===== src/hdl/swsc_pkg.sv =====
// swsc_pkg: shared codes for the sliding window sender control unit
// phase codes, event opcodes and packet flag values; no dependencies
package swsc_pkg;

   // protocol phases
   localparam logic [2:0] PH_START    = 3'd0;
   localparam logic [2:0] PH_FILENAME = 3'd1;
   localparam logic [2:0] PH_SEND     = 3'd2;
   localparam logic [2:0] PH_WAIT     = 3'd3;
   localparam logic [2:0] PH_SHUTDOWN = 3'd4;

   // event opcodes
   localparam logic [1:0] OP_TRANSMIT = 2'd0;
   localparam logic [1:0] OP_CONTROL  = 2'd1;
   localparam logic [1:0] OP_TIMEOUT  = 2'd2;

   // received packet flags
   localparam logic [7:0] RX_FLAG_RESTART = 8'd1;
   localparam logic [7:0] RX_FLAG_SREJ    = 8'd6;
   localparam logic [7:0] RX_FLAG_RESEND  = 8'd7;
   localparam logic [7:0] RX_FLAG_END     = 8'd11;

   // transmitted packet flags
   localparam logic [7:0] TX_FLAG_SETUP_ACK = 8'd2;
   localparam logic [7:0] TX_FLAG_DATA      = 8'd3;
   localparam logic [7:0] TX_FLAG_FILE_OK   = 8'd8;

   // register map
   localparam int unsigned CSR_ADDR_W         = 3;
   localparam logic [7:0]  RETRY_LIMIT_RESET  = 8'd11;

endpackage


===== src/hdl/sliding_window_sender_control_unit.sv =====
// sliding_window_sender_control_unit: sender side control of a sliding-window
// file transfer (go-back-n with selective reject); depends on swsc_pkg
//
// Usage:
//   req channel: one event per beat (transmit opportunity, received control
//     packet with flag, sequence, window byte and checksum verdict, or an
//     ack timeout). rsp channel: exactly one result beat per event with the
//     packet command (flag, sequence, buffer slot), the count of chunks to
//     fetch after a window shift and the shutdown indication.
//   csr port: retry_limit at byte address 0, written in the apb access phase.
//   A req beat passes through an input register, then the phase and window
//     update logic feeding the result register.
//   Throughput is one event per cycle while no result is held under rsp_stall;
//     the state registers are rewritten in the same cycle the result is formed, so back-to-back events chain.
//   When rsp_stall is high with a result held, the input register keeps its
//     event and req_stall rises; a new event is still taken while the input
//     register is empty.
//   Reset clears the phase to start, the window edges, sequence and retry
//     count to zero, retry_limit to 11 and both valid flags.
module sliding_window_sender_control_unit #(
   parameter int MAX_SLOTS = 254
) (
   input  logic                               clock,
   input  logic                               reset,
   // event channel
   input  logic                               req_valid,
   output logic                               req_stall,
   input  logic [1:0]                         req_opcode,
   input  logic [7:0]                         req_rx_flag,
   input  logic [31:0]                        req_rx_seq,
   input  logic [7:0]                         req_rx_window,
   input  logic                               req_rx_checksum_ok,
   // result channel
   output logic                               rsp_valid,
   input  logic                               rsp_stall,
   output logic                               rsp_tx_valid,
   output logic [7:0]                         rsp_tx_flag,
   output logic [31:0]                        rsp_tx_seq,
   output logic [7:0]                         rsp_tx_slot,
   output logic [7:0]                         rsp_fetch_count,
   output logic                               rsp_shutdown,
   // configuration port
   input  logic                               csr_psel,
   input  logic                               csr_penable,
   input  logic                               csr_pwrite,
   input  logic [swsc_pkg::CSR_ADDR_W-1:0]    csr_paddr,
   input  logic [31:0]                        csr_pwdata,
   output logic [31:0]                        csr_prdata,
   output logic                               csr_pready
);
   import swsc_pkg::*;

   localparam logic [7:0] MaxSlots = 8'(MAX_SLOTS);

   // configuration
   logic [7:0]  retry_limit_ff;
   logic        csr_write;

   // input register
   logic        in_valid_ff;
   logic [1:0]  in_opcode_ff;
   logic [7:0]  in_flag_ff;
   logic [31:0] in_seq_ff;
   logic [7:0]  in_window_ff;
   logic        in_ok_ff;
   logic        advance;
   logic        take_in;

   // protocol state
   logic [2:0]  phase_ff, phase_in;
   logic [31:0] low_edge_ff, low_edge_in;
   logic [7:0]  window_slots_ff, window_slots_in;
   logic [31:0] next_seq_ff, next_seq_in;
   logic [7:0]  retry_count_ff, retry_count_in;

   // result register
   logic        out_valid_ff;
   logic        tx_valid_ff, tx_valid_in;
   logic [7:0]  tx_flag_ff, tx_flag_in;
   logic [31:0] tx_seq_ff, tx_seq_in;
   logic [7:0]  tx_slot_ff, tx_slot_in;
   logic [7:0]  fetch_count_ff, fetch_count_in;

   // helper terms
   logic [31:0] send_off;
   logic        send_in_win;
   logic [31:0] ack_shift;
   logic        ack_in_win;
   logic        retry_hit;
   logic [7:0]  retry_inc;
   logic        retry_inc_hit;
   logic [7:0]  win_minus1;
   logic [7:0]  win_slots;

   // apb register access
   assign csr_pready = 1'b1;
   assign csr_write  = csr_psel && csr_penable && csr_pwrite && !csr_paddr[CSR_ADDR_W-1];
   assign csr_prdata = csr_paddr[CSR_ADDR_W-1] ? 32'd0 : {24'd0, retry_limit_ff};

   always_ff @(posedge clock) begin
      if (reset) begin
         retry_limit_ff <= RETRY_LIMIT_RESET;
      end else if (csr_write) begin
         retry_limit_ff <= csr_pwdata[7:0];
      end
   end

   // handshake: input register drains when the result register is free
   assign advance   = in_valid_ff && (!out_valid_ff || !rsp_stall);
   assign req_stall = in_valid_ff && !advance;
   assign take_in   = req_valid && !req_stall;

   always_ff @(posedge clock) begin
      if (reset) begin
         in_valid_ff <= 1'b0;
      end else if (take_in) begin
         in_valid_ff <= 1'b1;
      end else if (advance) begin
         in_valid_ff <= 1'b0;
      end
   end

   always_ff @(posedge clock) begin
      if (take_in) begin
         in_opcode_ff <= req_opcode;
         in_flag_ff   <= req_rx_flag;
         in_seq_ff    <= req_rx_seq;
         in_window_ff <= req_rx_window;
         in_ok_ff     <= req_rx_checksum_ok;
      end
   end

   // window arithmetic
   assign send_off      = next_seq_ff - low_edge_ff;
   assign send_in_win   = send_off < {24'd0, window_slots_ff};
   assign ack_shift     = in_seq_ff - low_edge_ff;
   assign ack_in_win    = ack_shift <= {24'd0, window_slots_ff};
   assign retry_hit     = retry_count_ff >= retry_limit_ff;
   assign retry_inc     = (retry_count_ff == 8'hFF) ? 8'hFF : retry_count_ff + 8'd1;
   assign retry_inc_hit = retry_inc >= retry_limit_ff;
   assign win_minus1    = (in_window_ff == 8'd0) ? 8'd0 : in_window_ff - 8'd1;
   assign win_slots     = (win_minus1 > MaxSlots) ? MaxSlots : win_minus1;

   // phase and window update for the event in the input register
   always_comb begin
      phase_in        = phase_ff;
      low_edge_in     = low_edge_ff;
      window_slots_in = window_slots_ff;
      next_seq_in     = next_seq_ff;
      retry_count_in  = retry_count_ff;
      tx_valid_in     = 1'b0;
      tx_flag_in      = 8'd0;
      tx_seq_in       = 32'd0;
      tx_slot_in      = 8'd0;
      fetch_count_in  = 8'd0;

      unique case (phase_ff)
         PH_START: begin
            if (in_opcode_ff == OP_CONTROL && in_ok_ff) begin
               tx_valid_in = 1'b1;
               tx_flag_in  = TX_FLAG_SETUP_ACK;
               phase_in    = PH_FILENAME;
            end
         end
         PH_FILENAME: begin
            if (in_opcode_ff == OP_CONTROL && in_ok_ff) begin
               if (in_flag_ff == RX_FLAG_RESTART) begin
                  phase_in = PH_START;
               end else begin
                  window_slots_in = win_slots;
                  low_edge_in     = 32'd0;
                  fetch_count_in  = win_slots;
                  tx_valid_in     = 1'b1;
                  tx_flag_in      = TX_FLAG_FILE_OK;
                  phase_in        = PH_SEND;
               end
            end
         end
         PH_SEND, PH_WAIT: begin
            priority if (phase_ff == PH_SEND && in_opcode_ff == OP_TRANSMIT) begin
               // send next data chunk while it lies inside the window
               if (send_in_win) begin
                  tx_valid_in = 1'b1;
                  tx_flag_in  = TX_FLAG_DATA;
                  tx_seq_in   = next_seq_ff;
                  tx_slot_in  = send_off[7:0];
                  next_seq_in = next_seq_ff + 32'd1;
                  phase_in    = (send_off[7:0] + 8'd1 < window_slots_ff) ? PH_SEND : PH_WAIT;
                  if (send_off[7:0] + 8'd1 == window_slots_ff) begin
                     phase_in = PH_SEND;
                  end
               end else begin
                  phase_in = PH_WAIT;
               end
            end else if (retry_hit) begin
               // out of retries: control packet (or timeout while waiting) ends it
               if (in_opcode_ff == OP_CONTROL ||
                   (phase_ff == PH_WAIT && in_opcode_ff == OP_TIMEOUT)) begin
                  phase_in = PH_SHUTDOWN;
               end
            end else if (phase_ff == PH_WAIT && in_opcode_ff == OP_TIMEOUT) begin
               // go back to the low edge and resend its slot
               next_seq_in    = low_edge_ff;
               tx_valid_in    = 1'b1;
               tx_flag_in     = TX_FLAG_DATA;
               tx_seq_in      = low_edge_ff;
               retry_count_in = retry_inc;
               if (retry_inc_hit) begin
                  phase_in = PH_SHUTDOWN;
               end
            end else if (in_opcode_ff == OP_CONTROL) begin
               // received control packet
               priority if (!in_ok_ff) begin
                  retry_count_in = retry_inc;
                  if (retry_inc_hit) begin
                     phase_in = PH_SHUTDOWN;
                  end
               end else if (in_flag_ff == RX_FLAG_END) begin
                  phase_in = PH_SHUTDOWN;
               end else begin
                  if (in_flag_ff == RX_FLAG_SREJ) begin
                     next_seq_in = in_seq_ff;
                  end
                  if (in_flag_ff == RX_FLAG_RESEND) begin
                     tx_valid_in = 1'b1;
                     tx_flag_in  = TX_FLAG_FILE_OK;
                     next_seq_in = 32'd0;
                  end
                  if (ack_in_win) begin
                     low_edge_in    = in_seq_ff;
                     fetch_count_in = ack_shift[7:0];
                  end
                  retry_count_in = 8'd0;
                  phase_in       = PH_SEND;
               end
            end else begin
               // events this phase does not expect are ignored
               phase_in = phase_ff;
            end
         end
         PH_SHUTDOWN: begin
            phase_in = PH_SHUTDOWN;
         end
         default: begin
            phase_in = PH_SHUTDOWN;
         end
      endcase
   end

   // state registers
   always_ff @(posedge clock) begin
      if (reset) begin
         phase_ff        <= PH_START;
         low_edge_ff     <= 32'd0;
         window_slots_ff <= 8'd0;
         next_seq_ff     <= 32'd0;
         retry_count_ff  <= 8'd0;
      end else if (advance) begin
         phase_ff        <= phase_in;
         low_edge_ff     <= low_edge_in;
         window_slots_ff <= window_slots_in;
         next_seq_ff     <= next_seq_in;
         retry_count_ff  <= retry_count_in;
      end
   end

   // result register
   always_ff @(posedge clock) begin
      if (reset) begin
         out_valid_ff <= 1'b0;
      end else if (advance) begin
         out_valid_ff <= 1'b1;
      end else if (!rsp_stall) begin
         out_valid_ff <= 1'b0;
      end
   end

   always_ff @(posedge clock) begin
      if (advance) begin
         tx_valid_ff    <= tx_valid_in;
         tx_flag_ff     <= tx_flag_in;
         tx_seq_ff      <= tx_seq_in;
         tx_slot_ff     <= tx_slot_in;
         fetch_count_ff <= fetch_count_in;
      end
   end

   assign rsp_valid       = out_valid_ff;
   assign rsp_tx_valid    = tx_valid_ff;
   assign rsp_tx_flag     = tx_flag_ff;
   assign rsp_tx_seq      = tx_seq_ff;
   assign rsp_tx_slot     = tx_slot_ff;
   assign rsp_fetch_count = fetch_count_ff;
   assign rsp_shutdown    = (phase_ff == PH_SHUTDOWN);

endmodule


===== config.mk =====
export PLATFORM = sky130hd
export DESIGN_NAME = sliding_window_sender_control_unit
export DESIGN_NICKNAME = d
export VERILOG_FILES = /design/src/hdl/swsc_pkg.sv /design/src/hdl/sliding_window_sender_control_unit.sv
export SDC_FILE = /design/constraint.sdc
export NUM_CORES = 1
export LEC_CHECK = 0
export ABC_AREA = 1
export BUFFER_PORTS_ARGS = -buffer_cell sky130_fd_sc_hd__buf_4
export CAP_MARGIN = 0
export CORE_AREA = 2 2 229 231
export CTS_CLUSTER_DIAMETER = 200
export DETAILED_ROUTE_END_ITERATION = 10
export DIE_AREA = 0 0 231 233
export HOLD_SLACK_MARGIN = 0.15
export SKIP_CTS_REPAIR_TIMING = 1
export SKIP_LAST_GASP = 1
export SLEW_MARGIN = 20
export SYNTH_ARGS = -nofsm -noshare
export SYNTH_HDL_FRONTEND = slang
export SYNTH_SLANG_ARGS = --single-unit

===== constraint.sdc =====
create_clock -name clock -period 5.53 [get_ports clock]
set_input_delay 1.659 -clock clock [delete_from_list [all_inputs] [get_ports clock]]
set_output_delay 1.659 -clock clock [all_outputs]
set_load 0.01 [all_outputs]

==> results of run 1 <==
## flip-flops by register name (all words and copies together) (netlist names), 8 cells and up
register         flops
in_flag_ff           8
in_seq_ff           32
in_window_ff         8
low_edge_ff         32
next_seq_ff         32
retry_count_ff       8
retry_limit_ff       8
rsp_fetch_count      8
rsp_tx_seq          32
rsp_tx_slot          8
window_slots_ff      8
## routing by layer
metal  GRT usage (%)  wire (microns)  vias up
li1                -               -     7530
met1            23.9           22500     6903
met2            28.6           21600      467
met3            1.74            2230       77
met4            7.14            1480        0
met5               0               0        -
## where the power goes
group | total (W) | switching [W] | internal [W] | leakage, nW
Sequential | 0.00161 | 0.0000338 | 0.00157 | 1.75
Combinational | 0.000616 | 0.000398 | 0.000218 | 6.11
Clock | 0.00125 | 0.000601 | 0.000651 | 0.282
## cells in the mapped netlist (4+ instances only)
| master | number | share of area (%) |
|---|---|---|
| nand3b_1 | 13 | 0.64 |
| ha_1 | 108 | 8.9 |
| nor2_1 | 277 | 6.8 |
| a211oi_1 | 7 | 0.35 |
| buf_1 | 6 | 0.15 |
| inv_2 | 6 | 0.15 |
| or2_2 | 4 | 0.16 |
| buf_2 | 8 | 0.26 |
| nand3_1 | 133 | 4.4 |
| nand2_1 | 629 | 16 |
| dfxtp_1 | 93 | 12 |
| a32o_1 | 5 | 0.33 |
| nand2_2 | 6 | 0.25 |
| a31oi_1 | 17 | 0.70 |
| buf_4 | 31 | 1.5 |
| edfxtp_1 | 103 | 20 |
| xnor2_1 | 13 | 0.75 |
| a21o_1 | 4 | 0.20 |
| o21bai_1 | 5 | 0.25 |
| o22ai_1 | 10 | 0.41 |
| o21ai_0 | 97 | 3.2 |
| clkinv_1 | 4 | 0.099 |
| buf_6 | 4 | 0.30 |
| nor4_1 | 6 | 0.25 |
| o21a_1 | 5 | 0.25 |
| nand4_1 | 35 | 1.4 |
| a21oi_1 | 159 | 5.2 |
| xor2_1 | 39 | 2.2 |
| clkbuf_1 | 35 | 0.86 |
| o211ai_1 | 5 | 0.25 |
| nor3_1 | 34 | 1.1 |
| inv_1 | 329 | 8.1 |
## stage by stage
stage / hold slack (ns) / setup slack, ns / utilization, %
3_5_place_dp: 0.469 / 1.07 / 32.9
5_1_grt: 0.512 / 0.727 / 34.1
2_1_floorplan: 0.452 / 0.132 / -
3_3_place_gp: 0.462 / 1.10 / 32.9
4_1_cts: 0.488 / 1.04 / 34.1
6_report: 0.485 / 1.07 / 34.1
## critical path, cell delays in order (launching register included)
cell,delay (ns)
edfxtp_1,0.36
inv_1,0.06
ha_1,0.24
fa_1,0.42
inv_1,0.10
nand3_1,0.07
nand2_1,0.13
nand2_1,0.06
nand2_1,0.14
xor2_1,0.50
ha_1,0.34
nand2_1,0.09
o21a_1,0.12
nand2_1,0.05
nand2_1,0.16
nand2_1,0.08
nor2_1,0.11
nand3_1,0.08
nor2_1,0.11
nand3_1,0.07
nor2_1,0.24
and2_1,0.42
nand4_1,0.19
o21ai_0,0.15
## layout make-up
type	count	area (sq um)
tap	680	851
clock inverter	13	124
sequential	196	4950
clock buffer	19	453
fill	5525	33700
timing repair buffer	145	1110
multi-input combinational	1679	8640
inverter	340	1280
## worst min path at each step
stage	start	end	slack, ns	cells after the start
2_1_floorplan	low_edge_ff[2]	low_edge_ff[2]	0.45	2
3_3_place_gp	low_edge_ff[22]	low_edge_ff[22]	0.46	2
3_5_place_dp	low_edge_ff[7]	low_edge_ff[7]	0.47	2
4_1_cts	low_edge_ff[9]	low_edge_ff[9]	0.49	2
5_1_grt	low_edge_ff[9]	low_edge_ff[9]	0.51	2
6_report	low_edge_ff[9]	low_edge_ff[9]	0.49	2
## cells by family (layout without fill, tap and decap cells)
logic type | after synthesis | after routing | share of synthesized area [%]
AND/OR/NAND/NOR | 1153 | 1153 | 31.5
buffers and inverters | 424 | 517 | 11.5
AO/OA/AOI/OAI | 334 | 334 | 12.2
flip-flops | 196 | 196 | 32.5
adder cells (fa/ha/maj) | 110 | 110 | 9.14
XOR/XNOR | 52 | 52 | 2.99
other | 2 | 30 | 0.0493
==> impl_metrics.env, run 1 <==
export IMPL_status="completed"
export IMPL_cap_violations=0
export IMPL_fin_cells=3072
export IMPL_hp_class="register to register"
export IMPL_ir_worst_vdd_mv=0.249
export IMPL_fmax_mhz=224
export IMPL_die_y_microns=233
export IMPL_antenna_found_initial=0
export IMPL_synth_cell_types=57
export IMPL_rr_endpoint="rsp_fetch_count[2]"
export IMPL_drive_above_1_share_pct=8.90
export IMPL_yosysWarningCount=0
export IMPL_rsz0062_at_grt="no"
export IMPL_avgSynthCellArea_sq_um=6.70
export IMPL_fin_area_sq_mm=0.0174
export IMPL_grt_max_degree=65
export IMPL_synthToLayoutAreaGrowth_pct=14.4
export IMPL_max_slew_worst_pin_slew_ns=0.957
export IMPL_netlist_area_sq_mm=0.0152
export IMPL_die_x_microns=231
export IMPL_routedWlPerCell_microns=15.5
export IMPL_clockBufferDepth=2
export IMPL_ys_seq_elements=196
export IMPL_clock_skew_ns=0.0138
export IMPL_cp_endpoint="rsp_fetch_count[2]"
export IMPL_grt_ovfl_total=0
export IMPL_power_w=0.00348
export IMPL_final_common_cell="nand2_1"
export IMPL_startpoint="in_seq_ff[0]"
export IMPL_root_buffer="clkbuf_16"
export IMPL_cp_end_kind="register"
export IMPL_vias_per_cell=4.88
export IMPL_fin_tns_setup_ns=0
export IMPL_crit_required_ns=5.83
export IMPL_antenna_cells=0
export IMPL_cts_made_buffers=17
export IMPL_groute_usage_overall_pct=17.6
export IMPL_dieArea_sq_mm=0.0538
export IMPL_setup_viol=0
export IMPL_p_leak_nw=8.14
export IMPL_final_nets=2582
export IMPL_cts_htree_levels=4
export IMPL_gp_routability_congestion=0.921
export IMPL_r2r_start="in_seq_ff[0]"
export IMPL_startpoint_type="register"
export IMPL_start_util_pct=29.8
export IMPL_dr_total_vias=15000
export IMPL_fp_coreArea_sq_mm=0.0511
export IMPL_crit_arrival_ns=4.75
export IMPL_final_cell_mix="628 x nand2_1, 327 x inv_1, 275 x nor2_1"
export IMPL_fin_crit_ns=4.46
export IMPL_placed_area_sq_mm=0.0168
export IMPL_max_slew_margin_pct=36.2
export IMPL_seq_area_frac_synth_pct=32.5
export IMPL_numClockSinks=196
export IMPL_firstDrtPassIters=6
export IMPL_netlist_instances=2271
export IMPL_ant_nets=0
export IMPL_drtIter0Drc=1153
export IMPL_synth_ff_type="edfxtp_1"
export IMPL_power_density_mw_per_mm2=200
export IMPL_cts_clk_slew_worst_paths_ns=0.07
export IMPL_rows=83
export IMPL_regToRegSetupSlack_ns=1.07
export IMPL_ff2ff_path_depth=23
export IMPL_dp_hpwl_mm=38.2
export IMPL_drv_slew=0
export IMPL_grt_pass1_vias=14000
export IMPL_totalWireLength_mm=47.7
export IMPL_crit_path_max_fanout=8
export IMPL_clkLatencyLatePin_ns=0.47
export IMPL_grt_pass1_wl_mm=74.2
export IMPL_cts_tree="done"
export IMPL_io_pins=186
export IMPL_io_buffers=129
export IMPL_drc_errors=0
export IMPL_ys_async_sr_fraction_pct=0
export IMPL_dp_cells=3040
export IMPL_crit_type="register to register"
export IMPL_hold_viol_final=0
export IMPL_min_period_over_period_pct=80.6
export IMPL_synth_enable_flop_cells=103
(Power assumes the default switching activity.)
==> run 2, diff against run 1 <==
==> constraint.sdc (replaced) <==
create_clock -name clock -period 3.6 [get_ports clock]
set_input_delay 1.08 -clock clock [delete_from_list [all_inputs] [get_ports clock]]
set_output_delay 1.08 -clock clock [all_outputs]
set_load 0.01 [all_outputs]
==> run 2 against run 1 <==
  * The run now ends with setup timing left
  * Sequential power grew 53%
  * Critical path depth grew 5
  * Die area is the same
  * Largest power group unchanged
==> impl_metrics.env, run 2 (synthesis results as in run 1) <==
export IMPL_drc_errors=0
export IMPL_drive_above_1_share_pct=18.0
export IMPL_cts_made_buffers=17
export IMPL_final_cell_mix="613 x nand2_1, 318 x inv_1, 272 x buf_4"
export IMPL_groute_usage_overall_pct=18.2
export IMPL_max_stage_delay_ns=0.40
export IMPL_dr_total_vias=15600
export IMPL_critPathBufInv=5
export IMPL_crit_required_ns=4.01
export IMPL_cap_violations=0
export IMPL_vias_per_cell=4.83
export IMPL_gp_routability_congestion=0.923
export IMPL_fp_coreArea_sq_mm=0.0511
export IMPL_hp_class="register to register"
export IMPL_cp_slowest_cell="fa_2"
export IMPL_drtIter0Drc=1238
export IMPL_multi_input_area_sq_mm=0.00923
export IMPL_final_common_cell="nand2_1"
export IMPL_cts_htree_levels=4
export IMPL_final_nets=2735
export IMPL_clock_skew_ns=0.0164
export IMPL_rows=83
export IMPL_finalWorstSetupSlack_ns=-0.169
export IMPL_firstDrtPassIters=5
export IMPL_dp_cells=3160
export IMPL_min_period_over_period_pct=105
export IMPL_cp_num_cells=28
export IMPL_ir_worst_vdd_mv=0.369
export IMPL_power_density_mw_per_mm2=287
export IMPL_fillers=5357
export IMPL_antenna_found_initial=0
export IMPL_totalWireLength_mm=50.9
export IMPL_cts_clk_slew_worst_paths_ns=0.08
export IMPL_p_leak_nw=9.13
export IMPL_clockBufferDepth=2
export IMPL_status="finished with violations"
export IMPL_grt_max_degree=51
export IMPL_power_w=0.00558
export IMPL_grt_pass1_vias=14400
export IMPL_crit_path_max_fanout=7
export IMPL_cp_end_kind="register"
export IMPL_rsz0062_at_grt="yes"
export IMPL_start_util_pct=29.8
export IMPL_ff2ff_path_depth=28
export IMPL_routedWlPerCell_microns=15.8
export IMPL_fin_crit_ns=3.77
export IMPL_drv_slew=0
export IMPL_register_area_sq_mm=0.00496
export IMPL_hold_viol_final=0
export IMPL_grt_ovfl_total=0
export IMPL_crit_arrival_ns=4.18
export IMPL_ant_nets=0
export IMPL_clkLatencyLatePin_ns=0.48
export IMPL_dp_hpwl_mm=39.6
export IMPL_io_pins=186
export IMPL_crit_type="register to register"
export IMPL_dieArea_sq_mm=0.0538
export IMPL_synthToLayoutAreaGrowth_pct=27.8
export IMPL_die_x_microns=231
export IMPL_fin_cells=3225
export IMPL_cts_tree="done"
export IMPL_max_slew_worst_pin_slew_ns=0.877
export IMPL_fmax_mhz=265
export IMPL_violations="setup timing"
export IMPL_whs_path_depth=2
export IMPL_antenna_cells=0
export IMPL_max_slew_margin_pct=41.5
export IMPL_io_buffers=129
export IMPL_die_y_microns=233
export IMPL_cp_top_family="simple AND/OR/NAND/NOR gates"
export IMPL_grt_pass1_wl_mm=76.5
export IMPL_startpoint_type="register"
export IMPL_root_buffer="clkbuf_16"
export IMPL_critPathMostFrequentCell="nand2_1"
export IMPL_setup_viol=94
export IMPL_numClockSinks=196
[run 2: cell count changes in the layout (fill, tap and decap cells not counted), moves of 9 or more]
cell,change
buf_4,+129
o21ai_0,-25
nand2_1,-15
ha_1,-14
o21ai_1,+14
ha_4,+13
nand2_2,+12
inv_2,+10
inv_1,-9
[run 2: power breakdown]
group	internal [W]	switching, W
logic	0.000452	0.000673
clock network	0.00101	0.000978
registers	0.00242	0.0000475
total	0.00388	0.00170
[run 2: per-layer routing]
| metal | share of wire (%) | vias to the layer above | GRT usage, % | wire length [microns] |
|---|---|---|---|---|
| li1 | - | 7845 | - | - |
| met1 | 45 | 7165 | 24.6 | 23000 |
| met2 | 47 | 487 | 29.5 | 23700 |
| met3 | 5.5 | 82 | 2.43 | 2810 |
| met4 | 2.7 | 0 | 6.25 | 1380 |
| met5 | 0 | - | 0 | 0 |
[run 2: worst paths after layout]
| kind | from | to | slack (ns) |
|---|---|---|---|
| setup / recovery | low_edge_ff[0] | next_seq_ff[29] | -0.17 |
| hold / removal | low_edge_ff[26] | low_edge_ff[26] | 0.49 |
| setup reg to reg | low_edge_ff[0] | next_seq_ff[29] | -0.17 |
| hold reg to reg | low_edge_ff[26] | low_edge_ff[26] | 0.49 |
[run 2: worst min-delay path, delay by kind of cell, from the launching register on]
family           cells  cell delay [ns]
AND/OR/NAND/NOR      1             0.08
AO/OA/AOI/OAI        1             0.04
flip-flops           1             0.33
[run 2: area by class of cell]
type                            count  area share (%)
Clock inverter                     13           0.823
Multi-Input combinational cell   1679            47.5
Inverter                          340            6.63
Clock buffer                       19            2.28
Timing Repair Buffer              298            12.9
Sequential cell                   196            25.5
Tap cell                          680            4.37
[run 2: metrics by stage]
| stage | hold WS [ns] | setup TNS, ns | area (sq um) | util [%] | worst slack [ns] |
|---|---|---|---|---|---|
| 5_1_grt | 0.508 | -26.85 | 19500 | 38.1 | -0.322 |
| 6_report | 0.485 | -8.88 | 19500 | 38.1 | -0.169 |
| 2_1_floorplan | 0.452 | 0 | 15300 | - | 0.281 |
| 3_5_place_dp | 0.468 | -20.58 | 17800 | 34.8 | -0.461 |
| 4_1_cts | 0.487 | -22.33 | 18400 | 36.0 | -0.476 |
| 3_3_place_gp | 0.461 | -13.87 | 17800 | 34.8 | -0.426 |
==> run 3, diff against run 2 <==
--- a/config.mk
+++ b/config.mk
@@ -8,10 +8,10 @@
 export ABC_AREA = 1
 export BUFFER_PORTS_ARGS = -buffer_cell sky130_fd_sc_hd__buf_4
 export CAP_MARGIN = 0
-export CORE_AREA = 2 2 229 231
+export CORE_AREA = 2 2 241 243
 export CTS_CLUSTER_DIAMETER = 200
 export DETAILED_ROUTE_END_ITERATION = 10
-export DIE_AREA = 0 0 231 233
+export DIE_AREA = 0 0 243 245
 export HOLD_SLACK_MARGIN = 0.15
 export SKIP_CTS_REPAIR_TIMING = 1
 export SKIP_LAST_GASP = 1
==> run 3 against run 2 <==
  * The run still ends with setup timing left
  * Via count shrank 1.5%
  * Largest cell class unchanged
  * Routed wire length shrank 2.8%
  * Fmax grew 1.2%
  * Non-clock buffer count shrank 25
  * Cell count grew 1.9%
  * Critical endpoint is now next_seq_ff[25]
  * Sequential share of layout area shrank 0.31 points
  * Design area grew 1.2%
  * Core utilization shrank 3.6 points
  * Die area grew 11%
==> impl_metrics.env, run 3 (synthesis results as in run 1) <==
export IMPL_cp_end_kind="register"
export IMPL_synthToLayoutAreaGrowth_pct=29.3
export IMPL_pre_cts_ws_ns=-0.290
export IMPL_cp_top_family="simple AND/OR/NAND/NOR gates"
export IMPL_rsz0062_at_grt="yes"
export IMPL_final_nets=2710
export IMPL_final_cell_mix="594 x nand2_1, 314 x inv_1, 262 x nor2_1"
export IMPL_crit_path_max_fanout=7
export IMPL_drive_above_1_share_pct=20.0
export IMPL_cts_tree="done"
export IMPL_antenna_found_initial=0
export IMPL_r2r_start="low_edge_ff[0]"
export IMPL_final_common_cell="nand2_1"
export IMPL_crit_type="register to register"
export IMPL_io_buffers=129
export IMPL_die_y_microns=245
export IMPL_hp_class="register to register"
export IMPL_cap_violations=0
export IMPL_max_stage_delay_ns=0.38
export IMPL_firstDrtPassIters=5
export IMPL_fp_coreArea_sq_mm=0.0570
export IMPL_ant_nets=0
export IMPL_max_slew_margin_pct=44.4
export IMPL_clkLatencyLatePin_ns=0.47
export IMPL_antenna_cells=0
export IMPL_startpoint="low_edge_ff[0]"
export IMPL_vias_per_cell=4.67
export IMPL_violations="setup timing"
export IMPL_crit_arrival_ns=4.11
export IMPL_drtIter0Drc=1239
export IMPL_start_util_pct=26.7
export IMPL_root_buffer="clkbuf_16"
export IMPL_grt_pass1_vias=13700
export IMPL_drc_errors=0
export IMPL_cts_htree_levels=4
export IMPL_routedWlPerCell_microns=15.1
export IMPL_dieArea_sq_mm=0.0595
export IMPL_gp_routability_congestion=0.890
export IMPL_die_x_microns=243
export IMPL_cts_made_buffers=17
export IMPL_fin_area_sq_mm=0.0197
export IMPL_startpoint_type="register"
export IMPL_fillers=6190
export IMPL_clock_skew_ns=0.0177
export IMPL_rows=88
export IMPL_dr_total_vias=15300
export IMPL_totalWireLength_mm=49.5
export IMPL_p_leak_nw=9.06
export IMPL_min_period_over_period_pct=103
export IMPL_critPathMostFrequentCell="nand2_2"
export IMPL_clockBufferDepth=2
export IMPL_max_slew_worst_pin_slew_ns=0.826
export IMPL_placed_area_sq_mm=0.0178
export IMPL_power_density_mw_per_mm2=277
export IMPL_grt_ovfl_total=0
export IMPL_finalWorstSetupSlack_ns=-0.122
export IMPL_setup_viol=64
export IMPL_critPathBufInv=5
export IMPL_cp_slowest_cell="fa_2"
export IMPL_crit_required_ns=3.99
export IMPL_final_util_pct=34.5
export IMPL_cts_clk_slew_worst_paths_ns=0.08
export IMPL_dp_hpwl_mm=37.8
export IMPL_fmax_mhz=269
export IMPL_drv_slew=0
export IMPL_status="finished with violations"
export IMPL_fin_hold_ws_ns=0.483
export IMPL_hold_viol_final=0
export IMPL_ir_worst_vdd_mv=0.390
export IMPL_fin_tns_setup_ns=-3.82
export IMPL_worstHoldStart="low_edge_ff[19]"
export IMPL_grt_max_degree=65
export IMPL_groute_usage_overall_pct=15.6
export IMPL_grt_pass1_wl_mm=72.9
export IMPL_fin_crit_ns=3.72
export IMPL_io_pins=186
export IMPL_numClockSinks=196
[run 3: final cells by class]
cell class | count | area, sq um | area share [%]
well taps | 765 | 957 | 4.86
inverters | 340 | 1290 | 6.56
clock inverters | 14 | 118 | 0.598
repair buffers | 273 | 2370 | 12.0
flip-flops and latches | 196 | 4960 | 25.2
clock buffers | 18 | 429 | 2.18
multi-input cells | 1679 | 9570 | 48.6
[run 3: power breakdown]
| part | total, W | internal (W) | switching (W) |
|---|---|---|---|
| Clock | 0.00186 | 0.000905 | 0.000953 |
| Sequential | 0.00247 | 0.00242 | 0.0000496 |
| Combinational | 0.00112 | 0.000451 | 0.000668 |
[run 3: worst paths after layout]
path / depth (start not counted) / slack, ns / end
worst min-delay path: 2 / 0.48 / low_edge_ff[19]
worst max register to register: 28 / -0.12 / next_seq_ff[25]
worst min register to register: 2 / 0.48 / low_edge_ff[19]
worst max-delay path: 28 / -0.12 / next_seq_ff[25]
[run 3: worst reg2reg max path: cells and delay by family (launching register included)]
kind	cells	cell delay (ns)
xor+xnor	1	0.20
simple gates	16	1.47
fa+ha+maj	3	0.70
flops	1	0.34
compound gates	3	0.37
buf+inv	5	0.55
[run 3: metal layers]
metal  up-vias  part of all wire [%]  global-route usage, %
li1       7801                     -                      -
met1      7011                    45                   21.2
met2       475                    47                   25.6
met3        55                   4.8                   1.82
met4         0                   2.4                   5.14
met5         -                     0                      0
[run 3: through the flow]
step / std cells / power [W]
finish: 3285 / 0.00545
global route: 3285 / 0.00569
CTS: 3267 / 0.00539
detailed placement: 3235 / 0.00355
global placement: 3235 / 0.00354
floorplan: 2299 / 0.00315
